[config.mk]
export PLATFORM = sky130hd
export DESIGN_NAME = lidar_frame_parser
export DESIGN_NICKNAME = d
export VERILOG_FILES = /design/src/hdl/lfp_pkg.sv /design/src/hdl/lfp_front.sv /design/src/hdl/lfp_queue.sv /design/src/hdl/lfp_back.sv /design/src/hdl/lidar_frame_parser.sv
export SDC_FILE = /design/constraint.sdc
export NUM_CORES = 2
export LEC_CHECK = 0
export BUFFER_PORTS_ARGS = -buffer_cell sky130_fd_sc_hd__buf_4
export CELL_PAD_IN_SITES_DETAIL_PLACEMENT = 0
export CELL_PAD_IN_SITES_GLOBAL_PLACEMENT = 1
export CORE_MARGIN = 2
export CORE_UTILIZATION = 52
export CTS_CLUSTER_DIAMETER = 150
export DETAILED_ROUTE_END_ITERATION = 10
export PLACE_DENSITY = 0.86
export SLEW_MARGIN = 0
export SYNTH_ARGS = -nofsm -noshare
export SYNTH_HDL_FRONTEND = slang
export SYNTH_SLANG_ARGS = --single-unit
[constraint.sdc]
create_clock -name clk -period 9 [get_ports clk]
set_input_delay 1.35 -clock clk [delete_from_list [all_inputs] [get_ports clk]]
set_output_delay 1.35 -clock clk [all_outputs]
set_load 0.05 [all_outputs]
[src/hdl/lfp_pkg.sv]
`timescale 1ns / 1ps
// ----------------------------------------------------------------------------
// lfp_pkg
// Shared types and constants of the lidar frame parser.
// ----------------------------------------------------------------------------
package lfp_pkg;

  localparam logic [7:0] START_RESET = 8'hAA;
  localparam logic [7:0] TYPE_SCAN   = 8'h61;
  localparam logic [7:0] CMD_DATA    = 8'hAD;
  localparam logic [7:0] CMD_ERRPKT  = 8'hAE;
  localparam logic [7:0] VER_DATA    = 8'h01;
  localparam logic [7:0] VER_ERRPKT  = 8'h00;

  localparam int unsigned ADDR_W = 3;
  localparam logic [ADDR_W-1:0] REG_START_BYTE = 3'd0;

  typedef enum logic [4:0] {
    PH_HUNT, PH_FL_HI, PH_FL_LO, PH_VER, PH_TYPE, PH_CMD, PH_DL_HI, PH_DL_LO,
    PH_SPEED, PH_CMD_X, PH_DL_HI_X, PH_DL_LO_X, PH_SPEED_X, PH_ZO_HI, PH_ZO_LO,
    PH_SA_HI, PH_SA_LO, PH_SIG, PH_D_HI, PH_D_LO, PH_CK_HI, PH_CK_LO
  } phase_t;

  typedef enum logic [2:0] {
    K_SAMPLE = 3'd0,
    K_OK     = 3'd1,
    K_BADSUM = 3'd2,
    K_HDRERR = 3'd3,
    K_ERRPKT = 3'd4
  } kind_t;

  typedef enum logic [1:0] {BK_IDLE, BK_DIV, BK_DONE} back_state_t;

  // one classified result handed from front to back
  typedef struct packed {
    kind_t       kind;
    logic [7:0]  count;
    logic [14:0] divisor;
    logic [12:0] sa10;
    logic [7:0]  sig;
    logic [15:0] distance;
    logic [7:0]  speed;
  } job_t;

  typedef struct packed {
    logic full;
    logic empty;
  } q_status_t;

endpackage

[src/hdl/lfp_front.sv]
`timescale 1ns / 1ps
// ----------------------------------------------------------------------------
// lfp_front
// Byte-level frame state machine; pushes one job per result-producing byte.
// ----------------------------------------------------------------------------
module lfp_front import lfp_pkg::*; (
  input  logic       clk,
  input  logic       rst_n,
  input  logic [7:0] frame_mark,
  input  logic       in_valid,
  output logic       in_ready,
  input  logic [7:0] in_rx_byte,
  input  q_status_t  q_stat,
  output logic       push,
  output job_t       job
);

  phase_t      phase_r, phase_nxt;
  logic [15:0] sum_r, sum_nxt;
  logic [15:0] dlen_r, dlen_nxt;
  logic [7:0]  ver_r, ver_nxt, cmd_r, cmd_nxt, speed_r, speed_nxt;
  logic [7:0]  sa_hi_r, sa_hi_nxt;
  logic [12:0] sa10_r, sa10_nxt;
  logic [14:0] div_r, div_nxt;
  logic [7:0]  total_r, total_nxt, count_r, count_nxt;
  logic [7:0]  sig_r, sig_nxt, high_r, high_nxt;

  logic        acc;
  logic [7:0]  b;
  logic [15:0] dl_full, dlm5, sa_full;
  logic [31:0] div_prod, sa_prod;

  assign in_ready = !q_stat.full;
  assign acc      = in_valid && in_ready;
  assign b        = in_rx_byte;

  // (dl - 5) / 3 and start_angle / 10 by reciprocal multiplication
  assign dl_full  = {dlen_r[15:8], b};
  assign dlm5     = dl_full - 16'd5;
  assign div_prod = 32'(dlm5) * 32'd43691;
  assign sa_full  = {sa_hi_r, b};
  assign sa_prod  = 32'(sa_full) * 32'd52429;

  always_ff @(posedge clk) begin
    if (!rst_n) begin
      phase_r <= PH_HUNT;
      sum_r   <= '0;
      dlen_r  <= '0;
      ver_r   <= '0;
      cmd_r   <= '0;
      speed_r <= '0;
      sa_hi_r <= '0;
      sa10_r  <= '0;
      div_r   <= '0;
      total_r <= '0;
      count_r <= '0;
      sig_r   <= '0;
      high_r  <= '0;
    end else begin
      phase_r <= phase_nxt;
      sum_r   <= sum_nxt;
      dlen_r  <= dlen_nxt;
      ver_r   <= ver_nxt;
      cmd_r   <= cmd_nxt;
      speed_r <= speed_nxt;
      sa_hi_r <= sa_hi_nxt;
      sa10_r  <= sa10_nxt;
      div_r   <= div_nxt;
      total_r <= total_nxt;
      count_r <= count_nxt;
      sig_r   <= sig_nxt;
      high_r  <= high_nxt;
    end
  end

  always_comb begin
    phase_nxt = phase_r;
    sum_nxt   = sum_r;
    dlen_nxt  = dlen_r;
    ver_nxt   = ver_r;
    cmd_nxt   = cmd_r;
    speed_nxt = speed_r;
    sa_hi_nxt = sa_hi_r;
    sa10_nxt  = sa10_r;
    div_nxt   = div_r;
    total_nxt = total_r;
    count_nxt = count_r;
    sig_nxt   = sig_r;
    high_nxt  = high_r;
    push      = 1'b0;
    job.kind     = K_SAMPLE;
    job.count    = count_r;
    job.divisor  = div_r;
    job.sa10     = sa10_r;
    job.sig      = sig_r;
    job.distance = {high_r, b};
    job.speed    = speed_r;
    if (acc) begin
      if (phase_r != PH_HUNT && phase_r != PH_CK_HI && phase_r != PH_CK_LO) begin
        sum_nxt = sum_r + 16'(b);
      end
      unique case (phase_r)
        PH_HUNT: begin
          if (b == frame_mark) begin
            sum_nxt   = 16'(b);
            phase_nxt = PH_FL_HI;
          end
        end
        PH_FL_HI: phase_nxt = PH_FL_LO;
        PH_FL_LO: phase_nxt = PH_VER;
        PH_VER: begin
          ver_nxt   = b;
          phase_nxt = PH_TYPE;
        end
        PH_TYPE:  phase_nxt = (b == TYPE_SCAN) ? PH_CMD : PH_CMD_X;
        PH_CMD, PH_CMD_X: begin
          cmd_nxt   = b;
          phase_nxt = (phase_r == PH_CMD) ? PH_DL_HI : PH_DL_HI_X;
        end
        PH_DL_HI, PH_DL_HI_X: begin
          dlen_nxt  = {b, 8'h00};
          phase_nxt = (phase_r == PH_DL_HI) ? PH_DL_LO : PH_DL_LO_X;
        end
        PH_DL_LO, PH_DL_LO_X: begin
          dlen_nxt  = dl_full;
          div_nxt   = (dl_full < 16'd5) ? 15'd0 : div_prod[31:17];
          phase_nxt = (phase_r == PH_DL_LO) ? PH_SPEED : PH_SPEED_X;
        end
        PH_SPEED_X: begin
          speed_nxt = b;
          job.speed = b;
          job.kind  = K_HDRERR;
          push      = 1'b1;
          phase_nxt = PH_HUNT;
        end
        PH_SPEED: begin
          speed_nxt = b;
          job.speed = b;
          if (ver_r == VER_DATA && cmd_r == CMD_DATA) begin
            phase_nxt = PH_ZO_HI;
          end else begin
            push      = 1'b1;
            phase_nxt = PH_HUNT;
            job.kind  = (ver_r == VER_ERRPKT && cmd_r == CMD_ERRPKT) ? K_ERRPKT : K_HDRERR;
          end
        end
        PH_ZO_HI: phase_nxt = PH_ZO_LO;
        PH_ZO_LO: phase_nxt = PH_SA_HI;
        PH_SA_HI: begin
          sa_hi_nxt = b;
          phase_nxt = PH_SA_LO;
        end
        PH_SA_LO: begin
          sa10_nxt  = sa_prod[31:19];
          total_nxt = div_r[7:0];
          count_nxt = '0;
          phase_nxt = (div_r[7:0] == 8'd0) ? PH_CK_HI : PH_SIG;
        end
        PH_SIG: begin
          sig_nxt   = b;
          phase_nxt = PH_D_HI;
        end
        PH_D_HI: begin
          high_nxt  = b;
          phase_nxt = PH_D_LO;
        end
        PH_D_LO: begin
          push      = 1'b1;
          count_nxt = count_r + 8'd1;
          phase_nxt = ((count_r + 8'd1) >= total_r) ? PH_CK_HI : PH_SIG;
        end
        PH_CK_HI: begin
          high_nxt  = b;
          phase_nxt = PH_CK_LO;
        end
        PH_CK_LO: begin
          push      = 1'b1;
          job.kind  = ({high_r, b} == sum_r) ? K_OK : K_BADSUM;
          phase_nxt = PH_HUNT;
        end
        default: phase_nxt = PH_HUNT;
      endcase
    end
  end

endmodule

[src/hdl/lfp_queue.sv]
`timescale 1ns / 1ps
// ----------------------------------------------------------------------------
// lfp_queue
// Four-entry job queue between front and back.
// ----------------------------------------------------------------------------
module lfp_queue import lfp_pkg::*; (
  input  logic      clk,
  input  logic      rst_n,
  input  logic      push,
  input  job_t      wr_job,
  input  logic      pop,
  output job_t      rd_job,
  output q_status_t stat
);

  job_t       mem_r [4];
  logic [2:0] wp_r, rp_r;

  assign stat.empty = (wp_r == rp_r);
  assign stat.full  = (wp_r[1:0] == rp_r[1:0]) && (wp_r[2] != rp_r[2]);
  assign rd_job     = mem_r[rp_r[1:0]];

  always_ff @(posedge clk) begin
    if (push && !stat.full) begin
      mem_r[wp_r[1:0]] <= wr_job;
    end
  end

  always_ff @(posedge clk) begin
    if (!rst_n) begin
      wp_r <= '0;
      rp_r <= '0;
    end else begin
      if (push && !stat.full) wp_r <= wp_r + 3'd1;
      if (pop && !stat.empty) rp_r <= rp_r + 3'd1;
    end
  end

endmodule

[src/hdl/lfp_back.sv]
`timescale 1ns / 1ps
// ----------------------------------------------------------------------------
// lfp_back
// Angle slot by iterative division, then the output register.
// ----------------------------------------------------------------------------
module lfp_back import lfp_pkg::*; #(
  parameter int unsigned ANGLE_SPAN = 225
) (
  input  logic        clk,
  input  logic        rst_n,
  input  q_status_t   q_stat,
  input  job_t        q_job,
  output logic        pop,
  output logic        out_valid,
  input  logic        out_ready,
  output logic [2:0]  out_kind,
  output logic [10:0] out_angle_index,
  output logic [7:0]  out_signal,
  output logic [15:0] out_distance,
  output logic [7:0]  out_rotation_speed
);

  localparam int unsigned SPAN_W = $clog2(ANGLE_SPAN + 1);
  localparam int unsigned DVD_W  = 8 + SPAN_W;
  localparam int unsigned CNT_W  = $clog2(DVD_W + 1);

  back_state_t      st_r, st_nxt;
  job_t             job_r, job_nxt;
  logic [14:0]      rem_r, rem_nxt;
  logic [DVD_W-1:0] quo_r, quo_nxt;
  logic [CNT_W-1:0] cnt_r, cnt_nxt;
  logic             ov_r, ov_nxt;
  logic [2:0]       kind_r, kind_nxt;
  logic [10:0]      ang_r, ang_nxt;
  logic [7:0]       sig_r, sig_nxt, spd_r, spd_nxt;
  logic [15:0]      dist_r, dist_nxt;

  logic [15:0]      shifted;
  logic [13:0]      ang_sum;
  logic [27:0]      ang_prod;

  assign shifted  = {rem_r, quo_r[DVD_W-1]};
  assign ang_sum  = 14'(job_r.sa10) + 14'(quo_r);
  assign ang_prod = 28'(ang_sum) * 28'd13108;

  assign out_valid          = ov_r;
  assign out_kind           = kind_r;
  assign out_angle_index    = ang_r;
  assign out_signal         = sig_r;
  assign out_distance       = dist_r;
  assign out_rotation_speed = spd_r;

  always_ff @(posedge clk) begin
    if (!rst_n) begin
      st_r <= BK_IDLE;
      ov_r <= 1'b0;
    end else begin
      st_r <= st_nxt;
      ov_r <= ov_nxt;
    end
    job_r  <= job_nxt;
    rem_r  <= rem_nxt;
    quo_r  <= quo_nxt;
    cnt_r  <= cnt_nxt;
    kind_r <= kind_nxt;
    ang_r  <= ang_nxt;
    sig_r  <= sig_nxt;
    dist_r <= dist_nxt;
    spd_r  <= spd_nxt;
  end

  always_comb begin
    st_nxt   = st_r;
    job_nxt  = job_r;
    rem_nxt  = rem_r;
    quo_nxt  = quo_r;
    cnt_nxt  = cnt_r;
    ov_nxt   = ov_r && !out_ready;
    kind_nxt = kind_r;
    ang_nxt  = ang_r;
    sig_nxt  = sig_r;
    dist_nxt = dist_r;
    spd_nxt  = spd_r;
    pop      = 1'b0;
    unique case (st_r)
      BK_IDLE: begin
        if (!q_stat.empty) begin
          pop     = 1'b1;
          job_nxt = q_job;
          rem_nxt = '0;
          quo_nxt = DVD_W'(32'(q_job.count) * 32'(ANGLE_SPAN));
          cnt_nxt = CNT_W'(DVD_W);
          if (q_job.kind == K_SAMPLE && q_job.divisor != 15'd0) begin
            st_nxt = BK_DIV;
          end else begin
            quo_nxt = '0;
            st_nxt  = BK_DONE;
          end
        end
      end
      BK_DIV: begin
        if (shifted >= {1'b0, job_r.divisor}) begin
          rem_nxt = 15'(shifted - {1'b0, job_r.divisor});
          quo_nxt = {quo_r[DVD_W-2:0], 1'b1};
        end else begin
          rem_nxt = shifted[14:0];
          quo_nxt = {quo_r[DVD_W-2:0], 1'b0};
        end
        cnt_nxt = cnt_r - CNT_W'(1);
        if (cnt_r == CNT_W'(1)) st_nxt = BK_DONE;
      end
      BK_DONE: begin
        if (!ov_r || out_ready) begin
          ov_nxt   = 1'b1;
          kind_nxt = job_r.kind;
          spd_nxt  = job_r.speed;
          if (job_r.kind == K_SAMPLE) begin
            ang_nxt  = ang_prod[26:16];
            sig_nxt  = job_r.sig;
            dist_nxt = job_r.distance;
          end else begin
            ang_nxt  = '0;
            sig_nxt  = '0;
            dist_nxt = '0;
          end
          st_nxt = BK_IDLE;
        end
      end
      default: st_nxt = BK_IDLE;
    endcase
  end

endmodule

[src/hdl/lidar_frame_parser.sv]
`timescale 1ns / 1ps
// ----------------------------------------------------------------------------
// lidar_frame_parser
// Byte-serial lidar frame parser: header checks, samples, checksum.
// ----------------------------------------------------------------------------
//  channel | ports            | transfer when
//  input   | in_*             | in_valid && in_ready, one rx byte
//  output  | out_*            | out_valid && out_ready, one result
//  config  | cfg_p*           | cfg_psel && cfg_penable && cfg_pwrite
//
// Cycles: the front takes one byte per cycle while the job queue has room.
// A sample result passes the job queue, the one-bit-per-cycle divider and the
// output register; other results skip the divider.
// Reset: synchronous, active low; parser returns to hunting, start byte 0xAA.
// Stalls: a held output only stalls the back; the front keeps taking bytes
// until the four-entry queue fills.
module lidar_frame_parser import lfp_pkg::*; #(
  parameter int unsigned ANGLE_SPAN = 225
) (
  input  logic              clk,
  input  logic              rst_n,
  input  logic              in_valid,
  output logic              in_ready,
  input  logic [7:0]        in_rx_byte,
  output logic              out_valid,
  input  logic              out_ready,
  output logic [2:0]        out_kind,
  output logic [10:0]       out_angle_index,
  output logic [7:0]        out_signal,
  output logic [15:0]       out_distance,
  output logic [7:0]        out_rotation_speed,
  input  logic              cfg_psel,
  input  logic              cfg_penable,
  input  logic              cfg_pwrite,
  input  logic [ADDR_W-1:0] cfg_paddr,
  input  logic [31:0]       cfg_pwdata,
  output logic [31:0]       cfg_prdata,
  output logic              cfg_pready
);

  logic [7:0] start_r;
  q_status_t  q_stat;
  job_t       push_job, pop_job;
  logic       push, pop;

  // start byte register; reads decode only address 0, writes any address with bit 2 clear
  assign cfg_pready = 1'b1;
  assign cfg_prdata = (cfg_paddr == REG_START_BYTE) ? {24'd0, start_r} : 32'd0;

  always_ff @(posedge clk) begin
    if (!rst_n) begin
      start_r <= START_RESET;
    end else if (cfg_psel && cfg_penable && cfg_pwrite && cfg_pready &&
                 cfg_paddr[2] == REG_START_BYTE[2]) begin
      start_r <= cfg_pwdata[7:0];
    end
  end

  lfp_front u_front (
    .clk        (clk),
    .rst_n      (rst_n),
    .frame_mark (start_r),
    .in_valid   (in_valid),
    .in_ready   (in_ready),
    .in_rx_byte (in_rx_byte),
    .q_stat     (q_stat),
    .push       (push),
    .job        (push_job)
  );

  lfp_queue u_queue (
    .clk    (clk),
    .rst_n  (rst_n),
    .push   (push),
    .wr_job (push_job),
    .pop    (pop),
    .rd_job (pop_job),
    .stat   (q_stat)
  );

  lfp_back #(.ANGLE_SPAN(ANGLE_SPAN)) u_back (
    .clk                (clk),
    .rst_n              (rst_n),
    .q_stat             (q_stat),
    .q_job              (pop_job),
    .pop                (pop),
    .out_valid          (out_valid),
    .out_ready          (out_ready),
    .out_kind           (out_kind),
    .out_angle_index    (out_angle_index),
    .out_signal         (out_signal),
    .out_distance       (out_distance),
    .out_rotation_speed (out_rotation_speed)
  );

endmodule

# After elaboration in Yosys (flattened, before gate mapping)
# Memories as Yosys holds them, arrays and structs flattened. A register that Yosys moved wholly into a read port is not among the register bits.
# Index checks and enable logic that the tools add are counted.
dict set report totals {
  ff_bits 283
  mem_bits_rw 284
  wordCells 187
  output_inout_bits 81
  n_memories 1
  inputBits 50
}
dict set report op_classes {
  n_eq_ne 39
  order_cmp 3
  add_sub_neg 8
  reduce_logical 49
  bitwise_logic 3
  mux 48
  multipliers 4
}
# memory words width rd rd_clocked_by_memory_dff write_ports line
set memory_table {}
lappend memory_table {u_queue.mem_r 4 71 1 1 1 lfp_queue.sv:16} ;# job_t mem_r [4];
# operator count
set ops {}
lappend ops {{one-hot mux 5 bit (17 select lines)} 1}
lappend ops {{2-to-1 mux 16 bit} 5}
lappend ops {{multiplier 16 x 16 -> 32 bit (second input constant)} 2}
lappend ops {{one-hot mux 16 bit (2 select lines)} 2}
lappend ops {{2-to-1 mux 15 bit} 3}
lappend ops {{== test 5 x 4 -> 1 bit (second input constant)} 8}
lappend ops {{== test 5 bit (second input constant)} 6}
lappend ops {{one-hot mux 15 bit (2 select lines)} 1}
lappend ops {{multiplier 14 x 12 -> 25 bit (second input constant)} 1}
lappend ops {{2-to-1 mux 8 bit} 3}
lappend ops {{AND reduction 2 bit} 12}
lappend ops {{== test 5 x 3 -> 1 bit (second input constant)} 4}
lappend ops {{2-to-1 mux 3 bit} 6}
lappend ops {{adder 16 x 8 -> 16 bit} 1}
lappend ops {{== test 16 bit} 1}
lappend ops {{== test 8 bit (second input constant)} 2}
lappend ops {{>= comparator 16 x 15 -> 1 bit} 1}
lappend ops {{zero test 8 bit} 2}
lappend ops {{< comparator 16 x 3 -> 1 bit (second input constant)} 1}
lappend ops {{multiplier 8 x 8 -> 16 bit (second input constant)} 1}
lappend ops {{2-to-1 mux 4 bit} 4}
lappend ops {{one-hot mux 8 bit (2 select lines)} 1}
lappend ops {{subtractor 16 x 3 -> 16 bit (second input constant)} 1}
lappend ops {{nonzero test 15 bit} 1}
lappend ops {{38 further kinds} 84}

# Logic depth before layout (Yosys ltp)
dict set report depth {
  depth_word 8
  depth_mapped 31
  mapped_depth_nobuf 29
}

# Hierarchy
# Synthesis repeated with hierarchy kept, for this count alone.
dict set report unflattened {
  cells_unflattened 3187
  area_unflattened_um2 37474.7
}
# module area_per_inst_um2 cells_per_inst n_inst seq_area_each_um2
set by_module_without_submodules {}
lappend by_module_without_submodules {lfp_front 15406.0 1734 1 2422.3}
lappend by_module_without_submodules {lfp_queue 10771.6 439 1 8688.3}
lappend by_module_without_submodules {lfp_back 10694.0 943 1 4414.2}
lappend by_module_without_submodules {lidar_frame_parser 603.1 71 1 160.2}

# Worst setup path before layout
# Ideal clock, no wire load.
dict set report synth_path {
  path_kind {input to register}
  from {in in_rx_byte[1]}
  to {reg u_front.div_r[10]}
  setup_time_ns 0.117
  t_required_ns 8.883
  setup_slack_ns 0.900
  stages 27
  arrival_ns 7.984
  path_cell_list {clkbuf_1 -> inv_1 -> ha_1 -> a21oi_1 -> o21ai_1 -> a211oi_2 -> nand2_1 -> or2_1 -> nor2_1 -> xor2_1 -> ha_1 -> ha_1 -> inv_1 -> fa_1 -> inv_1 -> fa_1 -> fa_1 -> inv_1 -> fa_1 -> inv_1 -> ha_1 -> and4_1 -> o2111a_1 -> o31a_1 -> a221o_1 -> xor2_1 -> a22o_1}
}
dict set report synth_between {
  elab_chain_cells 3
  elab_cells_between_ends 4
  classes_between {add/sub (1); mul (1); order compare (1); mux (1)}
}
# item line
set synth_lines {}
lappend synth_lines {{start, declared} lidar_frame_parser.sv:24} ;# input logic [7:0] in_rx_byte,
lappend synth_lines {{subtractor 16 x 3 -> 16 bit} lfp_front.sv:39} ;# assign dlm5 = dl_full - 16'd5;
lappend synth_lines {{multiplier 16 x 16 -> 32 bit} lfp_front.sv:40} ;# assign div_prod = 32'(dlm5) * 32'd43691;
lappend synth_lines {{2-to-1 mux 15 bit (*)} lfp_front.sv:126} ;# div_nxt = (dl_full < 16'd5) ? 15'd0 : div_prod[31:17];
lappend synth_lines {{end signal, assigned} lfp_front.sv:68} ;# div_r <= div_nxt;
lappend synth_lines {{end, declared} lfp_front.sv:24} ;# logic [14:0] div_r, div_nxt;
# Every way passes the cells marked *; elsewhere a longest branch is shown, timed or not.
# A chain may end at the register's enable or synchronous reset.

# Final worst setup path
dict set report layout_path {
  from {in in_rx_byte[2]}
  to {reg u_front.div_r[13]}
}
# The elaborated chain is that of the path after synthesis.

==> impl_results.md <==
- Core Rows: 97
- Inserted Clock Buffers: 56
- Vias per inst: between 5 and 6
- Core footprint: ~70000 sq um
- Worst-case clock buffer depth: 3
- Die Ht: about 270 um
- Achievable Freq: about 130 MHz
- CTS root buffer: clkbuf_16
- Non-Filler Instances: around 4200
- Max Slew Vio Count: 0
- Fin crit share: approximately 86%
- DRC marker count from the first detailed-route iteration: roughly 1400
- Final GP Congestion: ~0.93
- Layout Utilization: 57.5%
- Multi-input gate area: roughly 19000 sq um
- Crit-path leading delay family: adder cells
- WP data arrival: a little over 8 ns
- Dpl cells: roughly 4000
- Clock skew: ~0.061 ns
- Most frequent cells in the layout: 475 x inv_1, 448 x ha_1, 429 x edfxtp_1
- Num ports: between 100 and 150
- Type of the worst setup path: primary input to flop
- Critical path's slowest cell: fa_1
- Reg clk slew, reported paths: 0.06 ns
- CTS resizes: 0
- First-pass GRT wire length: 129000 um
- Setup violations, final: 0
- Wire per inst: between 15 and 20 um
- Filler Cell Count: 5684
- Commonest non-fill, non-tap cell in the layout: inv_1
- Number of diodes: 0
- HPWL after DPL: 59200 um
- Flops & latches, synth: 569
- CP required: 9.49 ns
- Minimum clock period: about 7.7 ns
- Avg Inst Size Synth: ~12 sq um
- Post-synth EDFFs: between 400 and 500
- Final WL: between 70000 and 80000 um
- Crit-path max cell delay: 0.54 ns
- Initial antenna violation count: 0
- Layout cell share with drive strength beyond 1: 9.87%
- Sequential fraction of the synthesis area: between 40% and 50%
- Cell count after synthesis: a little over 3000
- Most frequent CP cell: inv_1
- Initial Util: between 50% and 60%
- Count of cell types in the netlist: about 80
- H-tree levels: 2
- Crit. End Element: flop
- FFs w/ async S/R, synth: 0%
- Post-CTS Setup Inserts: 0
- DRT Pass-1 Iters: 7
- Count of final hold-check violations: 0
- Vias: approximately 23000
- Relative slew slack: around 18%
- Grt ovf: 0
- HP Class: flop to flop
- GRT Overall Usage: 22.2%
- Total clock sinks: between 500 and 600
- Total negative slack: 0 ns
- CTS tree: done
- Nets: ~3900
- RSZ-0062 raised after global routing: false
- Worst slew pin tran: 1.23 ns
- Mapped Area: between 30000 and 40000 sq um
- Worst-path maximum fanout: 6
- Hold Buf Count CTS: 0
- Yosys warnings: 0
- Vias in the first global route: between 20000 and 25000
- Final ANT Viol Nets: 0
- Ys flop type: edfxtp_1
- Worst path buffer plus inverter count: 6
- Skew-Pair Late Insertion Delay: between 0.6 and 0.7 ns
- P&R area growth vs syn: 9.54%
- DRC Markers: 0
- Register area: 15700 sq um
- Largest net degree at the start of global routing: around 90
- Max-cap violations: 0
- Startpoint class of the critical path: primary input
- Die area: approximately 73000 sq um
- Die X: 270 um
- I/O Buffers: between 80 and 90
- Status: finished, final reports clean
per-layer routing:
metal / vias to the layer above / GRT usage [%] / share of wire [%]
met5: - / 0 / 0
met1: 11600 / 30.0 / 44
met4: 0 / 4.63 / 1.8
li1: 10800 / - / -
met2: 476 / 38.8 / 50
met3: 95 / 2.43 / 4.2
synthesized netlist by cell type (17+ instances only):
library cell  count  area (sq um)
xor2_1           52           455
dfxtp_1         140          2800
edfxtp_1        429         12900
nand4_1          17           106
a21o_1           38           285
xnor2_1          80           701
ha_1            448          5610
and3_1           17           106
buf_2            22           110
clkbuf_1         51           191
and2_1           59           369
nor2_1          178           668
o21ai_1          29           145
o21ai_0          64           320
fa_1            213          4260
mux2i_1          47           470
nand2_1         173           649
mux4_2           71          1600
nor3_1           37           185
nand3_1          32           160
inv_1           475          1780
buf_4            26           195
a21oi_1         135           676
flip-flops by register name (all words and copies together), names as in the netlist, 11 cells and up, named ones only:
register and count:
u_back.out_distance 16, u_queue.mem_r 284, u_back.job_r 63, u_front.div_r 15, u_front.sa10_r 13, u_front.sum_r 16
u_back.rem_r 15, u_back.quo_r 16, u_back.out_angle_index 11
final timing paths:
kind	startpoint	end	slack, ns	depth (start not counted)
min reg2reg	u_back.job_r[1]	u_back.out_rotation_speed[1]	0.42	0
max reg2reg	u_back.job_r[32]	u_back.out_angle_index[10]	1.79	28
min	u_back.job_r[1]	u_back.out_rotation_speed[1]	0.42	0
max	in_rx_byte[2]	u_front.div_r[13]	1.26	28
cell type report:
| cell class | instances | share of cell area, % |
|---|---|---|
| well taps | 940 | 2.93 |
| multi-input cells | 1954 | 46.7 |
| repair buffers | 116 | 2.17 |
| clock inverters | 40 | 0.937 |
| flip-flops and latches | 569 | 39.1 |
| clock buffers | 66 | 3.71 |
| inverters | 478 | 4.47 |
logic make-up (layout without fill, tap and decap cells):
family / after synthesis / count (layout) / synth area share, %
compound gates: 395 / 395 / 6.77
mux: 118 / 118 / 5.64
buf+inv: 586 / 700 / 6.40
simple gates: 621 / 621 / 8.25
xor+xnor: 134 / 134 / 3.24
other cells: 2 / 25 / 0.0205
flops: 569 / 569 / 42.8
fa+ha+maj: 661 / 661 / 26.9
metrics by stage:
step	worst slack, ns	hold slack (ns)	area [sq um]
after floorplan	0.900	0.400	36800
after global placement	0.760	0.403	38300
after detailed placement	0.679	0.406	38300
after CTS	1.29	0.420	40200
after global routing	0.823	0.427	40200
final	1.26	0.419	40200
Power is left out: the tool's default activity adds up to more than one toggle a clock period on the data nets, which glitch-free logic cannot reach.
